**config.mk**
```make
export PLATFORM = sky130hd
export DESIGN_NAME = temp_bar_monitor
export DESIGN_NICKNAME = d
export VERILOG_FILES = /design/src/hdl/tbm_pkg.sv /design/src/hdl/temp_bar_monitor.sv
export SDC_FILE = /design/constraint.sdc
export NUM_CORES = 2
export LEC_CHECK = 0
export ABC_CLOCK_PERIOD_IN_PS = 8240
export BUFFER_PORTS_ARGS = -buffer_cell sky130_fd_sc_hd__buf_2
export CAP_MARGIN = 15
export CORE_ASPECT_RATIO = 0.8
export CORE_UTILIZATION = 64
export CTS_CLUSTER_SIZE = 8
export DETAILED_ROUTE_END_ITERATION = 6
export PLACE_DENSITY = 0.81
export SYNTH_ARGS = -nofsm -noshare
export SYNTH_HDL_FRONTEND = slang
export SYNTH_SLANG_ARGS = --single-unit
```
**constraint.sdc**
```tcl
create_clock -name clk -period 8.24 [get_ports clk]
set_input_delay 0.824 -clock clk [delete_from_list [all_inputs] [get_ports clk]]
set_output_delay 0.824 -clock clk [all_outputs]
set_load 0.05 [all_outputs]
```
**src/hdl/tbm_pkg.sv**
```systemverilog
// ----------------------------------------------------------------------------
// tbm_pkg
// Types and constants for the engine temperature bar monitor.
// ----------------------------------------------------------------------------
package tbm_pkg;

  localparam int DefSensors   = 4;
  localparam int DefBarHeight = 260;

  localparam int RegW   = 13;
  localparam int NRegs  = 8;
  localparam int ChW    = 3;
  localparam int CelW   = 12;
  localparam int FahW   = 13;
  localparam int HtW    = 9;
  localparam int LsW    = 16;
  localparam int AvgW   = 20;
  // working width for serial arithmetic
  localparam int WW     = 32;

  localparam logic signed [LsW-1:0] StartValue = -16'sd9999;
  localparam int HeadCold    = 180;
  localparam int ExhaustCold = 1200;
  localparam int SmallStep   = 4;
  localparam int TrendMargin = 10;

  localparam logic [2:0] RegHeadMin = 3'd0;
  localparam logic [2:0] RegHeadMax = 3'd1;
  localparam logic [2:0] RegExhMin  = 3'd2;
  localparam logic [2:0] RegExhMax  = 3'd3;
  localparam logic [2:0] RegHeadCau = 3'd4;
  localparam logic [2:0] RegHeadAlm = 3'd5;
  localparam logic [2:0] RegExhCau  = 3'd6;
  localparam logic [2:0] RegExhAlm  = 3'd7;

  localparam logic [1:0] LvlCold    = 2'd0;
  localparam logic [1:0] LvlNormal  = 2'd1;
  localparam logic [1:0] LvlCaution = 2'd2;
  localparam logic [1:0] LvlAlarm   = 2'd3;

  localparam logic [1:0] TrSteady  = 2'd0;
  localparam logic [1:0] TrRising  = 2'd1;
  localparam logic [1:0] TrFalling = 2'd2;

  typedef enum logic [3:0] {
    S_IDLE,   // wait for item
    S_READ,   // state entries registered
    S_CONV,   // divide 18C+325 by 10
    S_CHECK,  // small step test
    S_FILL,   // divide for fill height
    S_PEAK,   // divide for peak height
    S_AVG,    // divide for average
    S_WRITE,  // store state
    S_OUT     // result waits
  } state_t;

endpackage

```
**src/hdl/temp_bar_monitor.sv**
```systemverilog
// ----------------------------------------------------------------------------
// temp_bar_monitor
// Converts Celsius samples to Fahrenheit bar display results per channel.
// ----------------------------------------------------------------------------
// channel  dir  fields (low bit up)
// s_axis   in   tdata: channel[2:0], temp_celsius[14:3]
// m_axis   out  tdata: bar_index, temp_fahrenheit, fill_height, alarm_level,
//                      trend, peak_height
// cfg      in   cfg_we, cfg_index, cfg_data
//
// An item with a result takes four passes of one bit-serial restoring divider
// (conversion, fill, peak, average), plus read, check, write, result and idle
// states. A small-step item skips fill and peak and gives no result. Reset is
// synchronous and restores registers and bar state. The result register holds
// while m_tready is low; s_tready is low while an item is in work.
module temp_bar_monitor
  import tbm_pkg::*;
#(
  parameter int SENSORS    = DefSensors,
  parameter int BAR_HEIGHT = DefBarHeight
) (
  input  logic        clk,
  input  logic        rst,
  input  logic        s_tvalid,
  output logic        s_tready,
  input  logic [15:0] s_tdata,   // channel[2:0], temp_celsius[14:3]
  output logic        m_tvalid,
  input  logic        m_tready,
  output logic [39:0] m_tdata,   // bar_index[2:0], temp_fahrenheit[15:3],
                                 // fill_height[24:16], alarm_level[26:25],
                                 // trend[28:27], peak_height[37:29]
  input  logic        cfg_we,
  input  logic [2:0]  cfg_index,
  input  logic [RegW-1:0] cfg_data
);

  localparam int NBars = 2 * SENSORS;
  localparam int BW    = (NBars > 1) ? $clog2(NBars) : 1;
  localparam int CntW  = $clog2(WW + 1);

  logic signed [RegW-1:0] regs [NRegs];
  logic signed [LsW-1:0]  last_mem [NBars];
  logic signed [LsW-1:0]  peak_mem [NBars];
  logic signed [AvgW-1:0] avg_mem  [NBars];

  state_t state, state_next;

  logic [ChW-1:0]         ch;
  logic signed [CelW-1:0] cel;
  logic signed [LsW-1:0]  last_r, peak_r;
  logic signed [AvgW-1:0] avg_r;
  logic signed [FahW-1:0] f;
  logic [HtW-1:0]         fill, peakh;
  logic [1:0]             level, trend;
  logic                   small_step;

  // serial divider, non-negative operands, signs applied outside
  logic [WW-1:0]   dvd, dvs, quo, rem;
  logic [CntW-1:0] cnt;
  logic            neg;
  logic            dbusy;
  logic [WW:0]     trial;
  logic            dstart;
  logic signed [WW-1:0] st_num, st_den;
  logic [WW-1:0]   st_abs;

  logic head;
  logic signed [RegW-1:0] lo, hi, cau, alm;
  logic signed [WW-1:0] fw, pw, aw, qs;
  assign head = ~ch[0];
  assign lo  = head ? regs[RegHeadMin] : regs[RegExhMin];
  assign hi  = head ? regs[RegHeadMax] : regs[RegExhMax];
  assign cau = head ? regs[RegHeadCau] : regs[RegExhCau];
  assign alm = head ? regs[RegHeadAlm] : regs[RegExhAlm];
  assign fw  = WW'(f);
  assign pw  = WW'(peak_r);
  assign aw  = WW'(avg_r);
  assign qs  = neg ? -$signed(quo) : $signed(quo);

  // f and last_r stay stable from the end of conversion to the write
  assign small_step = (last_r != 0) && (LsW'(f) - last_r < SmallStep) &&
                      (last_r - LsW'(f) < SmallStep);

  assign s_tready = (state == S_IDLE);
  assign trial = {rem, dvd[WW-1]} - {1'b0, dvs};

  always_ff @(posedge clk) begin
    if (rst) begin
      regs[RegHeadMin] <= 13'sd100;
      regs[RegHeadMax] <= 13'sd400;
      regs[RegExhMin]  <= 13'sd750;
      regs[RegExhMax]  <= 13'sd1450;
      regs[RegHeadCau] <= 13'sd330;
      regs[RegHeadAlm] <= 13'sd361;
      regs[RegExhCau]  <= 13'sd1350;
      regs[RegExhAlm]  <= 13'sd1451;
    end else if (cfg_we) begin
      regs[cfg_index] <= cfg_data;
    end
  end

  always_ff @(posedge clk) begin
    if (rst) state <= S_IDLE;
    else     state <= state_next;
  end

  always_comb begin
    state_next = state;
    case (state)
      S_IDLE:  if (s_tvalid && int'(s_tdata[ChW-1:0]) < NBars) state_next = S_READ;
      S_READ:  state_next = S_CONV;
      S_CONV:  if (!dbusy && !dstart) state_next = S_CHECK;
      S_CHECK: state_next = small_step ? S_AVG : S_FILL;
      S_FILL:  if (!dbusy && !dstart) state_next = S_PEAK;
      S_PEAK:  if (!dbusy && !dstart) state_next = S_AVG;
      S_AVG:   if (!dbusy && !dstart) state_next = S_WRITE;
      S_WRITE: state_next = small_step ? S_IDLE : S_OUT;
      S_OUT:   if (m_tready) state_next = S_IDLE;
      default: state_next = S_IDLE;
    endcase
  end

  // each divide state issues one start, then waits
  logic issued;
  always_comb begin
    st_num = '0;
    st_den = 32'sd1;
    case (state)
      S_CONV: begin
        st_num = 32'sd18 * WW'(cel) + 32'sd325;
        st_den = 32'sd10;
      end
      S_FILL: begin
        st_num = (fw - WW'(lo)) * BAR_HEIGHT;
        st_den = WW'(hi) - WW'(lo);
      end
      S_PEAK: begin
        st_num = (pw - WW'(lo)) * BAR_HEIGHT;
        st_den = WW'(hi) - WW'(lo);
      end
      S_AVG: begin
        st_num = aw * 10 + fw * 16;
        st_den = 32'sd11;
      end
      default: ;
    endcase
    st_abs = st_num[WW-1] ? WW'(-st_num) : WW'(st_num);
  end
  assign dstart = !issued && !dbusy &&
                  (state == S_CONV || state == S_FILL ||
                   state == S_PEAK || state == S_AVG);

  always_ff @(posedge clk) begin
    if (rst) begin
      dbusy  <= 1'b0;
      issued <= 1'b0;
    end else begin
      if (state != state_next) issued <= 1'b0;
      else if (dstart) issued <= 1'b1;
      if (dstart) begin
        dbusy <= 1'b1;
        dvd   <= st_abs;
        dvs   <= WW'(st_den);
        neg   <= st_num[WW-1];
        rem   <= '0;
        quo   <= '0;
        cnt   <= CntW'(WW);
      end else if (dbusy) begin
        if (!trial[WW]) begin
          rem <= trial[WW-1:0];
          quo <= {quo[WW-2:0], 1'b1};
        end else begin
          rem <= {rem[WW-2:0], dvd[WW-1]};
          quo <= {quo[WW-2:0], 1'b0};
        end
        dvd <= {dvd[WW-2:0], 1'b0};
        cnt <= cnt - 1'b1;
        if (cnt == CntW'(1)) dbusy <= 1'b0;
      end
    end
  end

  function automatic logic [HtW-1:0] clamp_h(input logic signed [WW-1:0] v,
      input logic signed [RegW-1:0] l, input logic signed [RegW-1:0] h,
      input logic signed [WW-1:0] q);
    if (v <= WW'(l)) return '0;
    else if (v >= WW'(h)) return HtW'(BAR_HEIGHT);
    else return q[HtW-1:0];
  endfunction

  logic done;
  assign done = issued && !dbusy;
  logic [BW-1:0] bi;
  assign bi = BW'(ch);

  always_ff @(posedge clk) begin
    if (rst) begin
      for (int i = 0; i < NBars; i++) begin
        last_mem[i] <= StartValue;
        peak_mem[i] <= StartValue;
        avg_mem[i]  <= '0;
      end
    end else begin
      case (state)
        S_IDLE: if (s_tvalid) begin
          ch  <= s_tdata[ChW-1:0];
          cel <= s_tdata[ChW+CelW-1:ChW];
        end
        S_READ: begin
          last_r <= last_mem[bi];
          peak_r <= peak_mem[bi];
          avg_r  <= avg_mem[bi];
        end
        S_CONV: if (done) f <= qs[FahW-1:0];
        S_CHECK: begin
          if (fw <= WW'(ExhaustCold) && !head || fw <= WW'(HeadCold) && head)
            level <= LvlCold;
          else if (fw <= WW'(cau)) level <= LvlNormal;
          else if (fw <= WW'(alm)) level <= LvlCaution;
          else level <= LvlAlarm;
          if (aw > (fw + TrendMargin) * 16) trend <= TrFalling;
          else if (aw < (fw - TrendMargin) * 16) trend <= TrRising;
          else trend <= TrSteady;
          if (LsW'(f) > peak_r) peak_r <= LsW'(f);
        end
        S_FILL: if (done) fill <= clamp_h(fw, lo, hi, qs);
        S_PEAK: if (done) peakh <= clamp_h(pw, lo, hi, qs);
        S_AVG:  if (done) avg_r <= qs[AvgW-1:0];
        S_WRITE: begin
          avg_mem[bi] <= avg_r;
          if (!small_step) begin
            last_mem[bi] <= LsW'(f);
            peak_mem[bi] <= peak_r;
          end
        end
        default: ;
      endcase
    end
  end

  assign m_tvalid = (state == S_OUT);
  assign m_tdata  = {2'b00, peakh, trend, level, fill, f, ch};

endmodule
```
==> metrics.yaml <==
timing.slew.headroom_pct: 20.31
fin_skew_ps: 72.68
clockBufferDepth: 3
ys_seq_area_share_pct: 48.13
power_mw: 10.60
yosys_most_used_dff: "edfxtp_1"
dieArea_sq_mm: 0.07077
cp-start-kind: "flip-flop"
htree_levels: 3
max_freq_ghz: 0.1287
worst_pin_slew_ps: 1191
intPower_mw: 7.418
grt.overflow.total: 0
syn_area_per_cell_sq_um: 11.19
power_frac_comb_pct: 23.2
clock_latency_ps: 730
fin_cells: 5013
min_path_cells: 1
synth_top_area_share_pct: 47.73
post-route-period-util_pct: 94.30
dr.pass1.iters: 7
p_sw_share_pct: 30.05
violations: "DRC"
power_density_mw_per_mm2: 216.5
ctsHoldBuffers: 0
drt_iter0_markers: 4313
drc: 2
register_area_sq_mm: 0.02148
synth_cells: 3986
place_inst: 4863
postRouteAntennaNets: 0
synth_edf_count: 709
cts_root_buf: "clkbuf_16"
end_kind: "flip-flop"
netlist-cell-type-count: 91
yosysWarnings: 0
final_core_util_pct: 71.11
p_clk_share_pct: 35.8
gr-usage-all-layers_pct: 34.54
async_flop_share_pct: 0
grt_pass1_wl_um: 185700
yosysMostFrequentCell: "edfxtp_1"
min_period_ps: 7770
synth_seq_cells: 718
setup_viol: 0
fillCellCount: 4820
irDropWorstVdd_uv: 196.0
cp.required_ps: 8630
routedWlPerCell_um: 24.71
clk_pin_slew_worst_paths_ps: 60
p_seq_share_pct: 41.0
core-area_sq_mm: 0.06887
criticalPathCategory: "reg2reg"
via_count: 33647
die_x_um: 297.2
rsz0062_at_grt: "false"
row_count: 86
gp_congestion: 0.9760
post_synth_most_frequent_cells: "edfxtp_1 (709), ha_1 (365), nor2_1 (225)"
vias_per_cell: 6.712
portBuffers: 75
synth.area.top_cells: "edfxtp_1 (48%), ha_1 (10%), mux4_2 (4.0%)"
yosysTopAreaCell: "edfxtp_1"
worstPathArrival_ps: 8160
die_h_um: 238.1
cts_tree: "built"
area_growth_pct: 9.780
switchingPower_mw: 3.186
clock-sinks: 718
maxCapViolations: 0
io_pins: 79
grt_pass1_vias: 31866
crit_fanout: 9
multi_input_area_sq_mm: 0.02191
status: "finished with violations"
syn_area_sq_mm: 0.04461
hold_slack_ps: 302.0
numCtsBuffers: 100
final_nets: 4457
antenna_found_initial: 6
post_cts_buffers: 0
place_hpwl_um: 81460
fin_setup_tns_ps: 0
rr_worst_depth: 25
grt_max_degree: 108
maxSlewViolCount: 0
finalHoldViolations: 0
start_util_pct: 64.78
cellLeakagePower_nw: 18.83
hp-class: "in2reg"
drive_gt1_share_pct: 10.59
postRouteWirelength_um: 123900
kinds of logic (layout without fill, tap and decap cells):
logic type	Yosys count	in the layout	share of synthesized area [%]
AO/OA/AOI/OAI	737	737	10.97
AND/OR/NAND/NOR	1388	1389	16.25
buffers and inverters	357	456	3.057
other	1	4	0.008406
flip-flops	718	718	48.13
XOR/XNOR	189	189	3.711
multiplexers	221	221	7.208
adder cells (fa/ha/maj)	375	375	10.66
critical path, cell delays in order (launching register included):
cell and delay, ps:
edfxtp_1 650, buf_4 260, mux2i_1 410, ha_1 340
or2_2 320, o211a_1 130, o21ai_0 240, a21boi_0 130
o21ai_0 290, a21oi_1 140, nor2_1 280, ha_1 290
ha_1 290, ha_1 240, fa_1 430, a211oi_1 410
o21ai_0 230, a2111oi_1 550, o31ai_1 180, xor2_1 170
o22ai_1 90, nor4b_1 590, nand4_2 210, o41ai_2 350
xnor2_1 160, o21ai_1 70
path summary, 6_finish.rpt:
kind                                   startpoint           endpoint  slack (ps)
worst max-delay path              bi[0]$_DFFE_PP_  dvd[24]$_DFFE_PP_         470
worst max register to register    bi[0]$_DFFE_PP_  dvd[24]$_DFFE_PP_         470
worst min register to register  dvd[25]$_DFFE_PP_  dvd[26]$_DFFE_PP_         520
worst min-delay path                   s_tdata[4]   cel[1]$_DFFE_PP_         300
layout make-up:
class,count,share of cell area [%]
Multi-Input combinational cell,2913,44.73
Tap cell,924,2.361
Clock buffer,134,5.370
Antenna cell,2,0.01022
Sequential cell,718,43.86
Inverter,152,1.165
Clock inverter,9,0.3883
Timing Repair Buffer,161,2.115
timing repair:
item                       4_1_cts  5_1_grt
hold endpoints to repair         0        0
resized for setup                0        2
setup endpoints to repair        0        8
cell usage in the layout (no fill, tap or decap), types with 130 or more instances in the layout:
cell type  instances
and2_1           165
edfxtp_1         709
nand3_1          177
o21ai_0          169
ha_1             365
nor3_1           169
inv_1            130
nand2_1          211
a21oi_1          161
nor2_1           222
stage by stage:
stage | setup WS (ps) | instance area, sq um
2_1_floorplan | 635.0 | 44610
3_3_place_gp | 690.7 | 46090
3_5_place_dp | 590.9 | 46090
4_1_cts | 552.0 | 48910
5_1_grt | 60.65 | 48970
6_report | 470.1 | 48970
state kept, by name, indices dropped and copies added (netlist names), 2 cells and up, named ones only:
name and count:
peakh 9, dvd 32, regs 104, quo 20, rem 32, fill 9, cnt 6, trend 2
last_mem 112, cel 12, level 2, last_r 14, state 4, bi 3, peak_mem 128, dvs 14
avg_r 20, f 13, peak_r 16, avg_mem 160
power groups by stage:
stage / logic, mW / clock network, mW / registers [mW]
6_report: 2.46 / 3.80 / 4.34
3_3_place_gp: 2.35 / 0 / 4.40
5_1_grt: 2.70 / 3.94 / 4.36
3_5_place_dp: 2.40 / 0 / 4.41
2_1_floorplan: 1.86 / 0 / 4.35
4_1_cts: 2.42 / 3.79 / 4.34
routing by layer:
layer	GRT usage, %	part of all wire (%)	vias to the layer above
met1	48.70	40	16105
met3	8.176	12	379
met5	0	0.021	-
met4	14.45	4.3	4
met2	51.53	43	2067
li1	-	-	15092
Note: power is estimated with default switching activity, not from simulation.
